--- src/design/jrpm_pkg.sv ---
// Shared constants, codes and types for the Jaro record-pair matcher.
package jrpm_pkg;

  localparam int MAX_CHARS = 256;
  localparam int FIELDS = 4;
  localparam int FIELD_W = 2;
  localparam int CHAR_W = 8;
  localparam int CHAR_AW = $clog2(MAX_CHARS);
  localparam int LEN_W = CHAR_AW + 1;
  localparam int REC_AW = FIELD_W + CHAR_AW;
  localparam int REC_DEPTH = FIELDS * MAX_CHARS;
  localparam int SCORE_W = 17;
  localparam int CFG_IDX_W = 2;
  localparam int ACTION_W = 2;

  // Widths of the exact similarity fraction terms.
  localparam int MM_W = 2 * LEN_W;
  localparam int SUM_W = LEN_W + 1;
  localparam int M6_W = LEN_W + 3;
  localparam int NUM_W = 3 * LEN_W + 3;
  localparam int DIV_CNT_W = $clog2(SCORE_W);

  typedef enum logic [ACTION_W-1:0] {
    ACT_LOAD_FIRST  = 2'd0,
    ACT_LOAD_SECOND = 2'd1,
    ACT_EVALUATE    = 2'd2
  } action_t;

  typedef enum logic [CFG_IDX_W-1:0] {
    REG_NAME_THR    = 2'd0,
    REG_ADDRESS_THR = 2'd1,
    REG_CITY_THR    = 2'd2,
    REG_KIND_THR    = 2'd3
  } cfg_reg_t;

  typedef logic [SCORE_W-1:0] score_t;
  typedef logic [LEN_W-1:0] len_t;

  localparam score_t THR_RESET [FIELDS] = '{
    score_t'(62259), score_t'(35389), score_t'(50463), score_t'(0)
  };

endpackage

--- src/design/jrpm_div.sv ---
// Restoring divider giving floor(num * 2^16 / den) one quotient bit per cycle.
module jrpm_div import jrpm_pkg::*; (
  input  logic             clk,
  input  logic             rst,
  input  logic             start,
  input  logic [NUM_W-1:0] num,
  input  logic [NUM_W-1:0] den,
  output logic             done,
  output score_t           quot
);

  logic [NUM_W:0] rem;
  logic [NUM_W:0] trial;
  logic [DIV_CNT_W-1:0] cnt;
  logic busy;
  logic ge;

  // The first step weighs 2^16 directly; later steps shift the remainder.
  always_comb begin
    trial = (cnt == '0) ? rem : {rem[NUM_W-1:0], 1'b0};
    ge = (trial >= {1'b0, den});
  end

  always_ff @(posedge clk) begin
    if (rst) begin
      busy <= 1'b0;
      done <= 1'b0;
      cnt <= '0;
    end else begin
      done <= 1'b0;
      if (start) begin
        busy <= 1'b1;
        cnt <= '0;
        rem <= {1'b0, num};
        quot <= '0;
      end else if (busy) begin
        rem <= ge ? (trial - {1'b0, den}) : trial;
        quot <= {quot[SCORE_W-2:0], ge};
        if (cnt == DIV_CNT_W'(SCORE_W - 1)) begin
          busy <= 1'b0;
          done <= 1'b1;
        end else begin
          cnt <= cnt + 1'b1;
        end
      end
    end
  end

endmodule

--- config.mk ---
export PLATFORM = sky130hd
export DESIGN_NAME = jrpm_div
export DESIGN_NICKNAME = d
export VERILOG_FILES = /design/src/design/jrpm_pkg.sv /design/src/design/jrpm_div.sv
export SDC_FILE = /design/constraint.sdc
export NUM_CORES = 1
export LEC_CHECK = 0
export ABC_AREA = 1
export BUFFER_PORTS_ARGS = -buffer_cell sky130_fd_sc_hd__buf_2
export CORE_ASPECT_RATIO = 0.9
export CORE_MARGIN = 8
export CORE_UTILIZATION = 53
export DETAILED_ROUTE_END_ITERATION = 12
export GPL_ROUTABILITY_DRIVEN = 0
export HOLD_SLACK_MARGIN = 0.15
export PLACE_DENSITY = 0.78
export REMOVE_ABC_BUFFERS = 1
export SETUP_SLACK_MARGIN = 0.1
export SKIP_CTS_REPAIR_TIMING = 1
export SLEW_MARGIN = 20
export SYNTH_ARGS = -nofsm -noshare
export SYNTH_HDL_FRONTEND = slang
export SYNTH_SLANG_ARGS = --single-unit
--- constraint.sdc ---
create_clock -name clk -period 3.5 [get_ports clk]
set_clock_uncertainty 0.2 [all_clocks]
set_input_delay 0 -clock clk [delete_from_list [all_inputs] [get_ports clk]]
set_output_delay 0 -clock clk [all_outputs]
set_load 0.02 [all_outputs]
== After elaboration in Yosys (flattened, before gate mapping) ==
Cells that the tools add are included.

* Bits in registers: 55
* Bits of input ports: 63
* Output and inout bits: 18
* Logic and storage cells: 28

* Add/sub/neg operators: 2
* Order comparisons: 1
* Equal/unequal tests: 1
* Muxes and demuxes: 9
* Bitwise logic cells: 3
* Reductions and logical operators: 6

{| class="wikitable"
|+ Operators with widths
! operator !! count
|-
| 31-bit 2-to-1 mux || 3
|-
| 31-bit by 30-bit greater-or-equal comparator with 1-bit output || 1
|-
| 31-bit by 30-bit subtractor with 31-bit output || 1
|-
| 30-bit 2-to-1 mux || 1
|-
| 17-bit 2-to-1 mux || 1
|-
| 5-bit by 1-bit adder with 5-bit output, second input constant || 1
|-
| 5-bit == test, second input constant || 1
|-
| 5-bit zero test || 1
|-
| 1-bit 2-to-1 mux || 4
|-
| 2-bit AND reduction || 2
|-
| 1-bit inverter || 3
|-
| 3-bit OR reduction || 1
|-
| 2-bit nonzero test || 1
|-
| 2-bit OR reduction || 1
|}

== Logic depth before layout (Yosys ltp) ==
Gate-level depths: netlist (run 1).

* Depth in word-level cells: 6
* Mapped depth: 23
* Depth with buffers taken out: 21

== Worst setup path before layout (run 1) ==
No wires, ideal clock.

* Kind: flip-flop to flip-flop
* From: register busy
* To: register quot[0] (enable)
* Setup time: 0.470 ns
* Arrival: 2.751 ns
* Required time: 2.830 ns
* Slack: 0.079 ns
* Cell stages (with the launch flop): 3
* Buffers on the path: 0
* Period minus slack after synthesis: 3.421 ns
* Cells stage by stage: dfxtp_1 -> inv_1 -> a21oi_1

* Cells in the longest elaborated chain, start to end: 2

{| class="wikitable"
|+ Ends and longest elaborated chain
! item !! RTL line !! text
|-
| start, declared || jrpm_div.sv:15 || <nowiki>logic busy;</nowiki>
|-
| start signal, assigned || jrpm_div.sv:26 || <nowiki>busy <= 1'b0;</nowiki>
|-
| start signal, assigned || jrpm_div.sv:32 || <nowiki>busy <= 1'b1;</nowiki>
|-
| start signal, assigned || jrpm_div.sv:40 || <nowiki>busy <= 1'b0;</nowiki>
|-
| 2-bit nonzero test (no line) || -- ||
|-
| 2-bit AND reduction (no line) || -- ||
|-
| end signal, assigned || jrpm_div.sv:38 || <nowiki>quot <= {quot[SCORE_W-2:0], ge};</nowiki>
|-
| end, declared || jrpm_div.sv:9 || <nowiki>output score_t quot</nowiki>
|}

No other way between the ends.
A chain may end at the register's enable or synchronous reset.

== Worst setup path in the final report (run 1) ==
* From: register cnt[0]
* To: register rem[15], data pin

* Cells in the longest elaborated chain, start to end: 6
* Elaborated cells on any way between the ends: 7
* Classes of those cells: 1 x add/sub; 1 x order compare; 4 x mux; 1 x reduce/logical

{| class="wikitable"
|+ Ends and longest elaborated chain
! item !! RTL line !! text
|-
| start, declared || jrpm_div.sv:14 || <nowiki>logic [DIV_CNT_W-1:0] cnt;</nowiki>
|-
| start signal, assigned || jrpm_div.sv:43 || <nowiki>cnt <= cnt + 1'b1;</nowiki>
|-
| 5-bit zero test * || jrpm_div.sv:20 || <nowiki>trial = (cnt == '0) ? rem : {rem[NUM_W-1:0], 1'b0};</nowiki>
|-
| 31-bit 2-to-1 mux * || jrpm_div.sv:20 ||
|-
| 31-bit by 30-bit subtractor with 31-bit output or 31-bit by 30-bit greater-or-equal comparator with 1-bit output (tied branches) || jrpm_div.sv:37, jrpm_div.sv:21 ||
|-
| 31-bit 2-to-1 mux * || jrpm_div.sv:37 || <nowiki>rem <= ge ? (trial - {1'b0, den}) : trial;</nowiki>
|-
| 31-bit 2-to-1 mux * || jrpm_div.sv:36 || <nowiki>end else if (busy) begin</nowiki>
|-
| 30-bit 2-to-1 mux * || jrpm_div.sv:31 || <nowiki>if (start) begin</nowiki>
|-
| end signal, assigned || jrpm_div.sv:34 || <nowiki>rem <= {1'b0, num};</nowiki>
|-
| end signal, assigned || jrpm_div.sv:37 ||
|-
| end, declared || jrpm_div.sv:12 || <nowiki>logic [NUM_W:0] rem;</nowiki>
|}

Every way passes the cells marked *; elsewhere a longest branch is shown, timed or not. The select of a mux whose other input is x is not followed.

==> impl_table.tex, run 1 <==
\begin{tabular}{lr}
\hline
Metric & Value \\
\hline
\multicolumn{2}{l}{\textbf{Detailed routing}} \\
\quad Detailed Routing Iterations Pass 1 & 5 \\
\quad Via density per instance & 5.03 \\
\quad Remaining number of nets flagged by the antenna check after routing & 0 \\
\quad Post-route DRC & 0 \\
\quad Post-detailed-route wirelength per cell & 13.2 um \\
\quad WL final & between 15 and 20 mm \\
\quad Number of design-rule violations left by the first detailed-router iteration & 378 \\
\quad Vias after detailed routing & 5805 \\
\multicolumn{2}{l}{\textbf{Final layout}} \\
\quad Synth-to-Final Area Change & 20.2\% \\
\quad Final net count & approximately 1100 \\
\quad Diodes inserted & 0 \\
\quad Share of post-route cells with drive strength above 1 & roughly 14\% \\
\multicolumn{2}{l}{\textbf{Run}} \\
\quad Number of maximum-capacitance violations & 0 \\
\multicolumn{2}{l}{\textbf{Clock network}} \\
\quad Buffer depth of the longest clock path & 2 \\
\quad Root buffer cell & clkbuf\_16 \\
\quad Clock transition time at the flip-flop clock pins of the worst setup and hold paths & about 0.08 ns \\
\quad \# H-tree levels & 2 \\
\quad Insertion delay of the later-clocked pin in the worst-skew pair & 0.31 ns \\
\quad Number of clock sinks & 55 \\
\quad TritonCTS clock tree & done \\
\quad Total clock buffers created by CTS & 5 \\
\multicolumn{2}{l}{\textbf{Logic synthesis}} \\
\quad Number of enable flip-flop cells after synthesis & 48 \\
\quad Prevailing post-synth register cell & edfxtp\_1 \\
\quad Cell area after synthesis & 5630 um\^{}2 \\
\quad Portion of the post-synthesis area used by sequential elements & 28.1\% \\
\quad Syn Area/Cell & 6.19 um\^{}2 \\
\quad Yosys warns & 0 \\
\quad Unique masters post-synth & 32 \\
\quad Cell type contributing the most total cell area after synthesis & edfxtp\_1 \\
\quad Cells taking the most area after synthesis & edfxtp\_1 26\%, nand2\_1 23\%, inv\_1 12\%, ha\_1 7.1\%, nand3\_1 5.6\% \\
\quad Area share of the largest cell type after synthesis & approximately 26\% \\
\quad Synthesis-stage register bit count & 55 \\
\quad Instance count of the mapped netlist & 909 \\
\quad Async SR Flop Fraction & 0\% \\
\multicolumn{2}{l}{\textbf{Power and ir drop}} \\
\quad Areal power density over the cells & 400 nW/um\^{}2 \\
\quad Switching component of the power & 1120 uW \\
\quad Part of the total power dissipated in sequential elements & around 30\% \\
\quad Sw Share & 41.5\% \\
\quad Total internal power & 1580 uW \\
\quad Relative contribution of combinational cells to total power & 49.7\% \\
\quad Clock network fraction of total power & 20.0\% \\
\quad Leakage dissipation & 0.00370 uW \\
\quad Peak supply drop & 0.000220 V \\
\multicolumn{2}{l}{\textbf{Placed design}} \\
\quad Worst setup slack after placement & $\sim$0.20 ns \\
\quad Count of input and output buffers & 80 \\
\quad HPWL after detailed placement & 11.7 mm \\
\multicolumn{2}{l}{\textbf{Global route}} \\
\quad Wire length of the first global-routing pass & 25.3 mm \\
\quad Largest net degree at the start of global routing & 49 \\
\quad Total Routing Usage GR & 21.0\% \\
\quad Remaining global-route overflow & 0 \\
\quad Via count of the first global-routing pass & 5436 \\
\quad Number of antenna violations at the first check in global routing & 0 \\
\multicolumn{2}{l}{\textbf{Setup path}} \\
\quad Largest incremental delay on the critical path & 0.41 ns \\
\quad Start of the worst register-to-register path & cnt[0] \\
\quad Data required time at the worst endpoint & 3.36 ns \\
\quad Combined buffer and inverter count along the critical path & 3 \\
\quad Critical path class & reg2reg \\
\quad R2r setup slk & 0.32 ns \\
\quad Max Fanout on Critical Path & 17 \\
\quad CP delay by family, top & simple AND/OR/NAND/NOR gates \\
\quad Cell type of the slowest stage on the worst timing path & ha\_1 \\
\quad Data arrival time of the worst path & 3.04 ns \\
\quad Cell mode on critical path & nand2\_1 \\
\quad R2r endpoint & rem[15] \\
\quad Crit end category & flop \\
\quad Worst reg2reg path depth & 19 \\
\quad Cells along the critical path & inv\_2 > ha\_4 > nand3\_4 > buf\_8 > nand2\_1 > o21ai\_0 > ha\_1 > nand2\_1 > nor2\_1 > nand2\_1 > nor2\_2 > nand2\_1 > nand2\_1 > nor2\_2 > nand2\_2 > buf\_12 > o21ai\_0 > nand3\_1 > nand2\_1 \\
\quad Kind of start point of the critical path & flop \\
\multicolumn{2}{l}{\textbf{Floorplanning}} \\
\quad Number of placement rows & 35 \\
\quad Top-level port count & 81 \\
\quad Area of the placeable core & just over 10000 um\^{}2 \\
\quad Full die area & 14200 um\^{}2 \\
\quad Die boundary height & 114 um \\
\quad Initial cell density of the core & 54.7\% \\
\quad Die extent in x & 125 um \\
\multicolumn{2}{l}{\textbf{Hold path}} \\
\quad Path type of the worst min-delay path & in2reg \\
\quad Cell count of the worst hold path & 3 \\
\quad Source of the worst hold timing path & start \\
\quad Worst hold endpoint & rem[30] \\
\multicolumn{2}{l}{\textbf{Timing}} \\
\quad Setup\_tns & 0 ns \\
\quad Shortest period the worst path allows & 3.18 ns \\
\quad Max Transition Viols Final & 0 \\
\quad Worst-margin pin slew & 0.586 ns \\
\quad Setup ws final & 0.322 ns \\
\quad RSZ-0062 raised after global routing & false \\
\quad Count of endpoints failing setup in the final report & 0 \\
\quad Achievable Freq & 0.315 GHz \\
\quad Tightest slew margin relative to the limit & 60.9\% \\
\quad Share of the cycle needed by the critical path after routing & 90.8\% \\
\quad Hold violation total from the final report & 0 \\
\multicolumn{2}{l}{\textbf{Status}} \\
\quad Result of the run & completed \\
\hline
\end{tabular}
==> metal layers <==
layer  part of all wire (%)  global-route usage, %  vias to the layer above
met1                     48                   28.0                     2536
li1                       -                      -                     3047
met4                    2.3                   7.06                        0
met3                    6.4                   3.38                       29
met5                      0                      0                        -
met2                     44                   33.8                      193
==> cell families after synthesis <==
group | after synthesis | share of synthesized area, %
AO/OA/AOI/OAI | 60 | 5.65
XOR/XNOR | 12 | 1.87
adder cells (fa/ha/maj) | 33 | 7.47
buffers and inverters | 199 | 14.5
flip-flops | 55 | 28.1
AND/OR/NAND/NOR | 550 | 42.4
==> state kept, by name, indices dropped and copies added (netlist names) <==
register	count
rem	31
quot	17
cnt	5
done	1
busy	1
==> Yosys cell counts (2+ instances only) <==
cell type,count
a21boi_0,2
nor2_2,7
nand3_2,3
nor2_4,2
nand3_1,63
xnor2_1,12
nor3_1,5
buf_6,7
buf_2,3
nor2_1,67
nand3b_2,2
clkbuf_1,10
inv_1,175
nand2_2,8
o21ai_0,31
dfxtp_1,7
o21bai_1,3
and2_1,2
nand3b_1,25
edfxtp_1,48
buf_4,4
nand4_1,11
a21oi_1,22
ha_1,32
nand2_1,351
==> how the worst max path moves through the flow <==
stage           start      end  cells after the start  slack (ns)
5_1_grt        cnt[0]  rem[29]                     22        0.10
6_report       cnt[0]  rem[15]                     19        0.32
4_1_cts        cnt[0]  rem[29]                     22        0.16
3_3_place_gp   cnt[0]  rem[26]                     20        0.31
2_1_floorplan  cnt[0]  rem[29]                     16       -0.70
3_5_place_dp   cnt[0]  rem[29]                     20        0.20
==> cell usage in the layout, fill, tap and decap left out, types with 2 or more instances in the layout <==
master | synthesis | final
a21boi_0 | 2 | 2
edfxtp_1 | 48 | 48
a21oi_1 | 22 | 20
nand3b_2 | 2 | 2
buf_2 | 3 | 80
buf_12 | 0 | 3
dfxtp_1 | 7 | 5
xnor2_1 | 12 | 12
nand2_1 | 351 | 348
nand2_2 | 8 | 11
o21ai_1 | 0 | 6
and2_1 | 2 | 2
nand3_2 | 3 | 3
nand3_1 | 63 | 62
nand3b_1 | 25 | 25
dfxtp_2 | 0 | 2
dlygate4sd3_1 | 0 | 33
ha_1 | 32 | 31
nor2_2 | 7 | 6
o21ai_0 | 31 | 25
clkbuf_16 | 0 | 5
nor3_1 | 5 | 5
buf_8 | 0 | 2
nor2_1 | 67 | 66
inv_2 | 0 | 2
nor2_4 | 2 | 4
inv_1 | 175 | 172
buf_4 | 4 | 13
clkinv_4 | 0 | 2
o21bai_1 | 3 | 3
nand4_1 | 11 | 11
==> tightest hold or removal path, stage by stage <==
cell and delay, ns:
buf_2 0.10, buf_4 0.28, nor2_1 0.15
==> power by group through the flow <==
stage | registers, uW | clock network [uW] | logic, uW
2_1_floorplan | 845 | 0 | 901
4_1_cts | 818 | 547 | 1270
3_3_place_gp | 831 | 0 | 1250
6_report | 819 | 540 | 1340
5_1_grt | 826 | 573 | 1520
3_5_place_dp | 833 | 0 | 1260
==> layout make-up <==
type / count / area [um^2]
Clock buffer: 5 / 125
Clock inverter: 3 / 28.8
Sequential cell: 55 / 1580
Inverter: 175 / 659
Timing Repair Buffer: 131 / 918
Fill cell: 937 / 3530
Tap cell: 129 / 161
Multi-Input combinational cell: 655 / 3290
==> per-stage QoR <==
stage | std cells | area (um^2) | power, uW | utilization, % | hold slack, ns
after floorplan | 885 | 5470 | 1750 | - | -0.131
after global placement | 1110 | 6200 | 2080 | 60.2 | 0.0183
after detailed placement | 1110 | 6200 | 2090 | 60.2 | 0.0294
after CTS | 1118 | 6350 | 2640 | 61.7 | -0.294
after global routing | 1153 | 6760 | 2910 | 65.7 | 0.172
final | 1153 | 6760 | 2700 | 65.7 | 0.140
No activity file was read; power rests on OpenSTA's default activity.
==> run 2, diff against run 1 <==
==> constraint.sdc (replaced) <==
create_clock -name clk -period 3.5 [get_ports clk]
set_clock_uncertainty 0.2 [all_clocks]
set_input_delay 0.7 -clock clk [delete_from_list [all_inputs] [get_ports clk]]
set_output_delay 0.7 -clock clk [all_outputs]
set_load 0.02 [all_outputs]
==> run 2 against run 1 <==
- setup slack worse by 0.071 ns
- first-iteration DRC count fell by 6.1%
- sequential share of layout area rose by 0.81 points
- final cell count decreased by 2.3%
- count of clock-buffer cells in the layout is the same
- clock power decreased by 3%
- non-clock buffer count shrank 26
- largest power group unchanged
- highest routed layer unchanged
==> impl_table.tex, run 2 (same netlist as run 1, synthesis figures left out) <==
\begin{tabular}{lr}
\hline
Metric & Value \\
\hline
\multicolumn{2}{l}{\textbf{Final layout}} \\
\quad Largest regs & rem x31, quot x17, cnt x5 (unchanged) \\
\quad Share of post-route cells with drive strength above 1 & 16.2\% (was 14.0\%) \\
\quad Largest register FFs & 31 (unchanged) \\
\quad Synth-to-Final Area Change & 16.2\% (was 20.2\%) \\
\quad Diodes inserted & 0 (unchanged) \\
\quad Final net count & 1093 (was 1119) \\
\quad Commonest cells after routing, fill and taps aside & 344 x nand2\_1, 174 x inv\_1, 80 x buf\_2 (was 348 x nand2\_1, 172 x inv\_1, 80 x buf\_2) \\
\quad Number of fill cells in the layout & 1004 (was 937) \\
\quad Top register by number of flip-flops & rem (unchanged) \\
\quad Most common cell after layout, fill and taps aside & nand2\_1 (unchanged) \\
\multicolumn{2}{l}{\textbf{Detailed routing}} \\
\quad Routed length on met2 & 6.88 mm (was 6.67 mm) \\
\quad WL final & 15.4 mm (was 15.3 mm) \\
\quad Vias after detailed routing & 5736 (was 5805) \\
\quad Max Used Layer & met4 (unchanged) \\
\quad Post-route DRC & 0 (unchanged) \\
\quad Metal1 wirelength & 7.08 mm (was 7.27 mm) \\
\quad Post-detailed-route wirelength per cell & 13.7 um (was 13.2 um) \\
\quad Wire length on met3 & 1.08 mm (was 979 um) \\
\quad Remaining number of nets flagged by the antenna check after routing & 0 (unchanged) \\
\quad Via density per instance & 5.09 (was 5.03) \\
\quad Detailed Routing Iterations Pass 1 & 7 (was 5) \\
\quad Number of design-rule violations left by the first detailed-router iteration & 355 (was 378) \\
\multicolumn{2}{l}{\textbf{Timing}} \\
\quad Share of the cycle needed by the critical path after routing & 92.8\% (was 90.8\%) \\
\quad Tightest slew margin relative to the limit & 57.1\% (was 60.9\%) \\
\quad Max Transition Viols Final & 0 (unchanged) \\
\quad Count of endpoints failing setup in the final report & 0 (unchanged) \\
\quad RSZ-0062 raised after global routing & false (unchanged) \\
\quad Shortest period the worst path allows & 3.25 ns (was 3.18 ns) \\
\quad Achievable Freq & 0.308 GHz (was 0.315 GHz) \\
\quad Setup ws final & 0.251 ns (was 0.322 ns) \\
\quad Hold violation total from the final report & 0 (unchanged) \\
\quad Worst-margin pin slew & 0.643 ns (was 0.586 ns) \\
\multicolumn{2}{l}{\textbf{Global route}} \\
\quad Via count of the first global-routing pass & 5319 (was 5436) \\
\quad Largest net degree at the start of global routing & 49 (unchanged) \\
\quad Wire length of the first global-routing pass & 24.6 mm (was 25.3 mm) \\
\quad Number of antenna violations at the first check in global routing & 0 (unchanged) \\
\quad Total Routing Usage GR & 20.5\% (was 21.0\%) \\
\quad Remaining global-route overflow & 0 (unchanged) \\
\multicolumn{2}{l}{\textbf{Floorplanning}} \\
\quad Die extent in x & 125 um (unchanged) \\
\quad Die boundary height & 114 um (unchanged) \\
\quad Top-level port count & 81 (unchanged) \\
\quad Number of placement rows & 35 (unchanged) \\
\quad Initial cell density of the core & 54.7\% (unchanged) \\
\quad Area of the placeable core & 10300 um\^{}2 (unchanged) \\
\quad Full die area & 14200 um\^{}2 (unchanged) \\
\multicolumn{2}{l}{\textbf{Power and ir drop}} \\
\quad Relative contribution of combinational cells to total power & 50.7\% (was 49.7\%) \\
\quad Peak supply drop & 0.000247 V (was 0.000220 V) \\
\quad Sw Share & 41.9\% (was 41.5\%) \\
\quad Part of the total power dissipated in sequential elements & 30.0\% (was 30.3\%) \\
\quad Switching component of the power & 1140 uW (was 1120 uW) \\
\quad Overall power & 2730 uW (was 2700 uW) \\
\quad Areal power density over the cells & 417 nW/um\^{}2 (was 400 nW/um\^{}2) \\
\quad Total internal power & 1590 uW (was 1580 uW) \\
\quad Leakage dissipation & 0.00360 uW (was 0.00370 uW) \\
\quad Clock network fraction of total power & 19.2\% (was 20.0\%) \\
\multicolumn{2}{l}{\textbf{Setup path}} \\
\quad Cell mode on critical path & nand2\_1 (unchanged) \\
\quad Data arrival time of the worst path & 3.11 ns (was 3.04 ns) \\
\quad Max Fanout on Critical Path & 17 (unchanged) \\
\quad Cell type of the slowest stage on the worst timing path & ha\_1 (unchanged) \\
\quad CP delay by family, top & simple AND/OR/NAND/NOR gates (unchanged) \\
\quad Crit end category & flop (unchanged) \\
\quad Data required time at the worst endpoint & 3.36 ns (about the same) \\
\quad Kind of start point of the critical path & flop (unchanged) \\
\quad Combined buffer and inverter count along the critical path & 3 (unchanged) \\
\quad Cells along the critical path & inv\_1 > ha\_2 > nand3\_4 > buf\_8 > nand2\_1 > o21ai\_0 > ha\_1 > nand2\_1 > nor2\_2 > nand2\_1 > nor2\_2 > nand2\_1 > nand2\_1 > nor2\_2 > nand2\_2 > buf\_12 > o21ai\_0 > nand3\_1 > nand2\_1 (was inv\_2 > ha\_4 > nand3\_4 > buf\_8 > nand2\_1 > o21ai\_0 > ha\_1 > nand2\_1 > nor2\_1 > nand2\_1 > nor2\_2 > nand2\_1 > nand2\_1 > nor2\_2 > nand2\_2 > buf\_12 > o21ai\_0 > nand3\_1 > nand2\_1) \\
\quad Critical path class & reg2reg (unchanged) \\
\quad Largest incremental delay on the critical path & 0.40 ns (was 0.41 ns) \\
\multicolumn{2}{l}{\textbf{Placed design}} \\
\quad Count of input and output buffers & 80 (unchanged) \\
\quad HPWL after detailed placement & 11.5 mm (was 11.7 mm) \\
\quad Worst setup slack after placement & 0.207 ns (was 0.198 ns) \\
\multicolumn{2}{l}{\textbf{Status}} \\
\quad Result of the run & completed (unchanged) \\
\multicolumn{2}{l}{\textbf{Clock network}} \\
\quad Clock transition time at the flip-flop clock pins of the worst setup and hold paths & 0.07 ns (was 0.08 ns) \\
\quad \# H-tree levels & 2 (unchanged) \\
\quad Insertion delay of the later-clocked pin in the worst-skew pair & 0.30 ns (was 0.31 ns) \\
\quad TritonCTS clock tree & done (unchanged) \\
\quad Buffer depth of the longest clock path & 2 (unchanged) \\
\quad Root buffer cell & clkbuf\_16 (unchanged) \\
\quad Total clock buffers created by CTS & 5 (unchanged) \\
\quad Number of clock sinks & 55 (unchanged) \\
\multicolumn{2}{l}{\textbf{Hold path}} \\
\quad Path type of the worst min-delay path & reg2reg (was in2reg) \\
\multicolumn{2}{l}{\textbf{Run}} \\
\quad Number of maximum-capacitance violations & 0 (unchanged) \\
\hline
\end{tabular}
==> run 2: cell count changes in the layout (fill, tap and decap cells not counted), sizes merged <==
cell         before  now
buf              98  104
clkbuf            5    6
dlygate4sd3      33    0
==> run 2: tightest hold or removal path, cell delays in order, from the launching register on <==
cell and delay (ns):
dfxtp_2 0.33, a21oi_1 0.11, nor3_1 0.05
==> run 2: per-layer routing <==
| layer | vias to the layer above | track usage, % |
|---|---|---|
| li1 | 2988 | - |
| met1 | 2514 | 26.8 |
| met2 | 201 | 34.1 |
| met3 | 33 | 3.62 |
| met4 | 0 | 5.61 |
| met5 | - | 0 |
==> run 2: power by group through the flow <==
| stage | logic [uW] | clock network, uW | registers (uW) |
|---|---|---|---|
| 3_5_place_dp | 1250 | 0 | 833 |
| 5_1_grt | 1550 | 559 | 826 |
| 2_1_floorplan | 901 | 0 | 845 |
| 4_1_cts | 1260 | 529 | 819 |
| 3_3_place_gp | 1240 | 0 | 832 |
| 6_report | 1380 | 525 | 820 |
==> run 2: per-stage QoR <==
step           util, %  cell area (um^2)  setup TNS, ns  std cells  hold WS (ns)
2_1_floorplan        -              5470         -44.96        885         0.252
6_report          63.5              6540              0       1127         0.325
4_1_cts           61.3              6310              0       1114         0.328
3_5_place_dp      59.9              6170              0       1106         0.313
3_3_place_gp      59.9              6170              0       1106         0.302
5_1_grt           63.5              6540              0       1127         0.347
==> run 2: area by class of cell <==
class | count | area, um^2 | area share (%)
clock inverters | 3 | 22.5 | 0.344
inverters | 175 | 659 | 10.1
multi-input cells | 655 | 3320 | 50.8
repair buffers | 105 | 667 | 10.2
clock buffers | 5 | 125 | 1.91
well taps | 129 | 161 | 2.47
flip-flops and latches | 55 | 1580 | 24.2
==> run 2: final timing paths <==
| check | start | to | slack (ns) | cells after the start |
|---|---|---|---|---|
| setup reg to reg | cnt[1] | rem[14] | 0.25 | 19 |
| hold / removal | cnt[0] | cnt[0] | 0.32 | 2 |
| setup / recovery | cnt[1] | rem[14] | 0.25 | 19 |
| hold reg to reg | cnt[0] | cnt[0] | 0.32 | 2 |
==> run 3, diff against run 2 <==
--- a/config.mk
+++ b/config.mk
@@ -5,11 +5,10 @@
 export SDC_FILE = /design/constraint.sdc
 export NUM_CORES = 1
 export LEC_CHECK = 0
-export ABC_AREA = 1
 export BUFFER_PORTS_ARGS = -buffer_cell sky130_fd_sc_hd__buf_2
 export CORE_ASPECT_RATIO = 0.9
 export CORE_MARGIN = 8
-export CORE_UTILIZATION = 53
+export CORE_UTILIZATION = 52
 export DETAILED_ROUTE_END_ITERATION = 12
 export GPL_ROUTABILITY_DRIVEN = 0
 export HOLD_SLACK_MARGIN = 0.15
==> run 3 against run 2 <==
- via count grew 1.1%
- critical path depth did not move
- the run now ends with setup timing left
- global-route usage increased by 2.0 points
- maximum frequency shrank 27%
- combinational power grew 53%
- area after synthesis is 15% lower
- core utilization grew 19 points
==> impl_table.tex, run 3 <==
\begin{tabular}{lr}
\hline
Metric & Value \\
\hline
\multicolumn{2}{l}{\textbf{Status}} \\
\quad Result of the run & finished with violations (was completed) \\
\quad Failing checks & setup timing \\
\multicolumn{2}{l}{\textbf{Placed design}} \\
\quad Cell total after placement & 836 (was 1106) \\
\quad HPWL after detailed placement & 11.2 mm (was 11.5 mm) \\
\quad Post-place instance area & 6160 um\^{}2 (was 6170 um\^{}2) \\
\quad Count of input and output buffers & 80 (unchanged) \\
\quad Worst setup slack after placement & -0.832 ns (was 0.207 ns) \\
\multicolumn{2}{l}{\textbf{Final layout}} \\
\quad Most common cell after layout, fill and taps aside & buf\_4 (was nand2\_1) \\
\quad Largest register FFs & 31 (unchanged) \\
\quad Largest regs & rem x31, quot x17, cnt x5 (unchanged) \\
\quad Share of post-route cells with drive strength above 1 & 50.9\% (was 16.2\%) \\
\quad Number of fill cells in the layout & 482 (was 1004) \\
\quad Diodes inserted & 0 (unchanged) \\
\quad Top register by number of flip-flops & rem (unchanged) \\
\quad Finished Layout Cells & 878 (was 1127) \\
\quad Finished layout cell area & 7490 um\^{}2 (was 6540 um\^{}2) \\
\quad Synth-to-Final Area Change & 56.4\% (was 16.2\%) \\
\quad Final net count & 851 (was 1093) \\
\quad Commonest cells after routing, fill and taps aside & 129 x buf\_4, 80 x buf\_2, 48 x edfxtp\_1 (was 344 x nand2\_1, 174 x inv\_1, 80 x buf\_2) \\
\multicolumn{2}{l}{\textbf{Hold path}} \\
\quad Path type of the worst min-delay path & reg2reg (unchanged) \\
\quad Source of the worst hold timing path & busy (was cnt[0]) \\
\multicolumn{2}{l}{\textbf{Global route}} \\
\quad Global routing usage on met3 & 3.09\% (was 3.62\%) \\
\quad Largest net degree at the start of global routing & 29 (was 49) \\
\quad Met1 usage in global routing & 28.1\% (was 26.8\%) \\
\quad Wire length of the first global-routing pass & 23.1 mm (was 24.6 mm) \\
\quad Number of antenna violations at the first check in global routing & 0 (unchanged) \\
\quad Global-route met2 utilization & 39.3\% (was 34.1\%) \\
\quad Total Routing Usage GR & 22.5\% (was 20.5\%) \\
\quad Remaining global-route overflow & 0 (unchanged) \\
\quad Routing layer with the top usage in global route & met2 (unchanged) \\
\quad Via count of the first global-routing pass & 4984 (was 5319) \\
\multicolumn{2}{l}{\textbf{Clock network}} \\
\quad TritonCTS clock tree & done (unchanged) \\
\quad Buffer depth of the longest clock path & 2 (unchanged) \\
\quad Clock transition time at the flip-flop clock pins of the worst setup and hold paths & 0.13 ns (was 0.07 ns) \\
\quad Total clock buffers created by CTS & 5 (unchanged) \\
\quad Root buffer cell & clkbuf\_8 (was clkbuf\_16) \\
\quad Insertion delay of the later-clocked pin in the worst-skew pair & 0.33 ns (was 0.30 ns) \\
\quad \# H-tree levels & 2 (unchanged) \\
\quad Number of clock sinks & 55 (unchanged) \\
\multicolumn{2}{l}{\textbf{Logic synthesis}} \\
\quad Async SR Flop Fraction & 0\% (unchanged) \\
\quad Area share of the largest cell type after synthesis & 30.1\% (was 25.6\%) \\
\quad Cell area after synthesis & 4790 um\^{}2 (was 5630 um\^{}2) \\
\quad Syn Area/Cell & 8.90 um\^{}2 (was 6.19 um\^{}2) \\
\quad Portion of the post-synthesis area used by sequential elements & 33.0\% (was 28.1\%) \\
\quad Share of the synthesized netlist area taken by xor and xnor gates & 3.66\% (was 1.87\%) \\
\quad Simple-gate share of the synthesized area & 18.7\% (was 42.4\%) \\
\quad Cell type contributing the most total cell area after synthesis & edfxtp\_1 (unchanged) \\
\quad Synthesized-area fraction occupied by adder cells & 8.78\% (was 7.47\%) \\
\quad Synthesis-stage register bit count & 55 (unchanged) \\
\quad Cells taking the most area after synthesis & edfxtp\_1 30\%, ha\_1 8.4\%, mux2\_2 7.3\%, nor2\_1 3.8\%, inv\_1 3.6\% (was edfxtp\_1 26\%, nand2\_1 23\%, inv\_1 12\%, ha\_1 7.1\%, nand3\_1 5.6\%) \\
\quad Unique masters post-synth & 64 (was 32) \\
\quad Main combinational cell family by area after synthesis & compound AO/OA/AOI/OAI gates (was simple AND/OR/NAND/NOR gates) \\
\quad Ranking of synthesized cells by instance count & 48 x edfxtp\_1, 48 x nor2\_1, 46 x inv\_1, 44 x nand2\_1, 32 x ha\_1 (was 351 x nand2\_1, 175 x inv\_1, 67 x nor2\_1, 63 x nand3\_1, 48 x edfxtp\_1) \\
\quad Multiplexer share of the synthesized area & 8.13\% (was 0\%) \\
\quad Number of enable flip-flop cells after synthesis & 48 (unchanged) \\
\quad Yosys warns & 0 (unchanged) \\
\quad Area fraction in compound gates after synthesis & 21.6\% (was 5.65\%) \\
\quad Instance count of the mapped netlist & 538 (was 909) \\
\quad Prevailing post-synth register cell & edfxtp\_1 (unchanged) \\
\multicolumn{2}{l}{\textbf{Floorplanning}} \\
\quad Initial cell density of the core & 52.9\% (was 54.7\%) \\
\quad Die extent in x & 117 um (was 125 um) \\
\quad Top-level port count & 81 (unchanged) \\
\quad Area of the placeable core & 9040 um\^{}2 (was 10300 um\^{}2) \\
\quad Die boundary height & 107 um (was 114 um) \\
\quad Full die area & 12500 um\^{}2 (was 14200 um\^{}2) \\
\quad Number of placement rows & 33 (was 35) \\
\multicolumn{2}{l}{\textbf{Setup path}} \\
\quad Start of the worst register-to-register path & cnt[1] (unchanged) \\
\quad Kind of start point of the critical path & flop (unchanged) \\
\quad Source of the critical timing path & cnt[1] (unchanged) \\
\quad Data arrival time of the worst path & 4.33 ns (was 3.11 ns) \\
\quad Max Fanout on Critical Path & 5 (was 17) \\
\quad Data required time at the worst endpoint & 3.38 ns (was 3.36 ns) \\
\quad Crit end category & flop (unchanged) \\
\quad Critical path class & reg2reg (unchanged) \\
\multicolumn{2}{l}{\textbf{Timing}} \\
\quad Setup ws final & -0.950 ns (was 0.251 ns) \\
\quad Achievable Freq & 0.225 GHz (was 0.308 GHz) \\
\quad Worst-margin pin slew & 0.792 ns (was 0.643 ns) \\
\quad Max Transition Viols Final & 0 (unchanged) \\
\quad Shortest period the worst path allows & 4.45 ns (was 3.25 ns) \\
\quad RSZ-0062 raised after global routing & true (was false) \\
\quad Count of endpoints failing setup in the final report & 32 (was 0) \\
\quad Share of the cycle needed by the critical path after routing & 127\% (was 92.8\%) \\
\quad Setup\_tns & -25.09 ns (was 0 ns) \\
\quad Hold violation total from the final report & 0 (unchanged) \\
\quad Tightest slew margin relative to the limit & 47.1\% (was 57.1\%) \\
\multicolumn{2}{l}{\textbf{Detailed routing}} \\
\quad Remaining number of nets flagged by the antenna check after routing & 0 (unchanged) \\
\quad Post-route DRC & 0 (unchanged) \\
\quad Number of design-rule violations left by the first detailed-router iteration & 634 (was 355) \\
\quad Detailed Routing Iterations Pass 1 & 8 (was 7) \\
\quad Vias after detailed routing & 5799 (was 5736) \\
\quad Post-detailed-route wirelength per cell & 24.3 um (was 13.7 um) \\
\quad WL final & 21.3 mm (was 15.4 mm) \\
\quad Via density per instance & 6.60 (was 5.09) \\
\multicolumn{2}{l}{\textbf{Run}} \\
\quad Number of maximum-capacitance violations & 0 (unchanged) \\
\multicolumn{2}{l}{\textbf{Power and ir drop}} \\
\quad Peak supply drop & 0.000235 V (was 0.000247 V) \\
\quad Leakage dissipation & 0.00333 uW (was 0.00360 uW) \\
\quad Overall power & 3370 uW (was 2730 uW) \\
\quad Areal power density over the cells & 450 nW/um\^{}2 (was 417 nW/um\^{}2) \\
\hline
\end{tabular}
-- run 3: worst paths after layout --
check	depth (start not counted)	slack (ns)	to
worst max-delay path	19	-0.95	rem[18]
worst min-delay path	1	0.35	done
worst max register to register	19	-0.95	rem[18]
worst min register to register	1	0.35	done
-- run 3: cells by family after synthesis --
| kind of cell | after synthesis |
|---|---|
| adder cells (fa/ha/maj) | 33 |
| AO/OA/AOI/OAI | 146 |
| buffers and inverters | 71 |
| multiplexers | 35 |
| flip-flops | 55 |
| AND/OR/NAND/NOR | 178 |
| XOR/XNOR | 20 |
-- run 3: critical path, cell delays in order, from the launching register on --
cell,delay [ns]
dfxtp_2,0.36
inv_2,0.08
ha_4,0.15
nor4b_4,0.22
buf_4,0.17
buf_6,0.14
nand2_1,0.09
ha_1,0.22
inv_1,0.11
fa_2,0.25
a211oi_2,0.08
or3_1,0.40
a311o_1,0.48
buf_4,0.20
buf_6,0.11
a21oi_2,0.18
o21a_1,0.16
o21ai_1,0.10
a2111oi_2,0.39
nor4_1,0.10
-- run 3: layout make-up --
cell class                      count  area, um^2  share of cell area (%)
Sequential cell                    55        1580                    21.2
Timing Repair Buffer              235        1740                    23.2
Tap cell                          122         153                    2.04
Clock inverter                      3        27.5                   0.368
Clock buffer                        5        68.8                   0.919
Multi-Input combinational cell    412        3740                    50.0
Inverter                           46         173                    2.31
-- run 3: per-layer routing --
metal / wire length (um) / vias to the layer above
met4: 1530 / 0
met5: 0 / -
li1: - / 2408
met1: 7790 / 2727
met3: 2150 / 171
met2: 9820 / 493
-- run 3: where the power goes --
part	internal (uW)	total, uW	switching, uW
registers	797	836	39.0
logic	1020	2110	1090
clock network	149	418	269
total	1970	3370	1400
-- run 3: stage by stage --
| step | hold slack, ns | util [%] |
|---|---|---|
| finish | 0.349 | 82.8 |
| global route | 0.361 | 82.8 |
| CTS | 0.341 | 69.2 |
| detailed placement | 0.326 | 68.1 |
| global placement | 0.325 | 68.1 |
| floorplan | 0.300 | - |
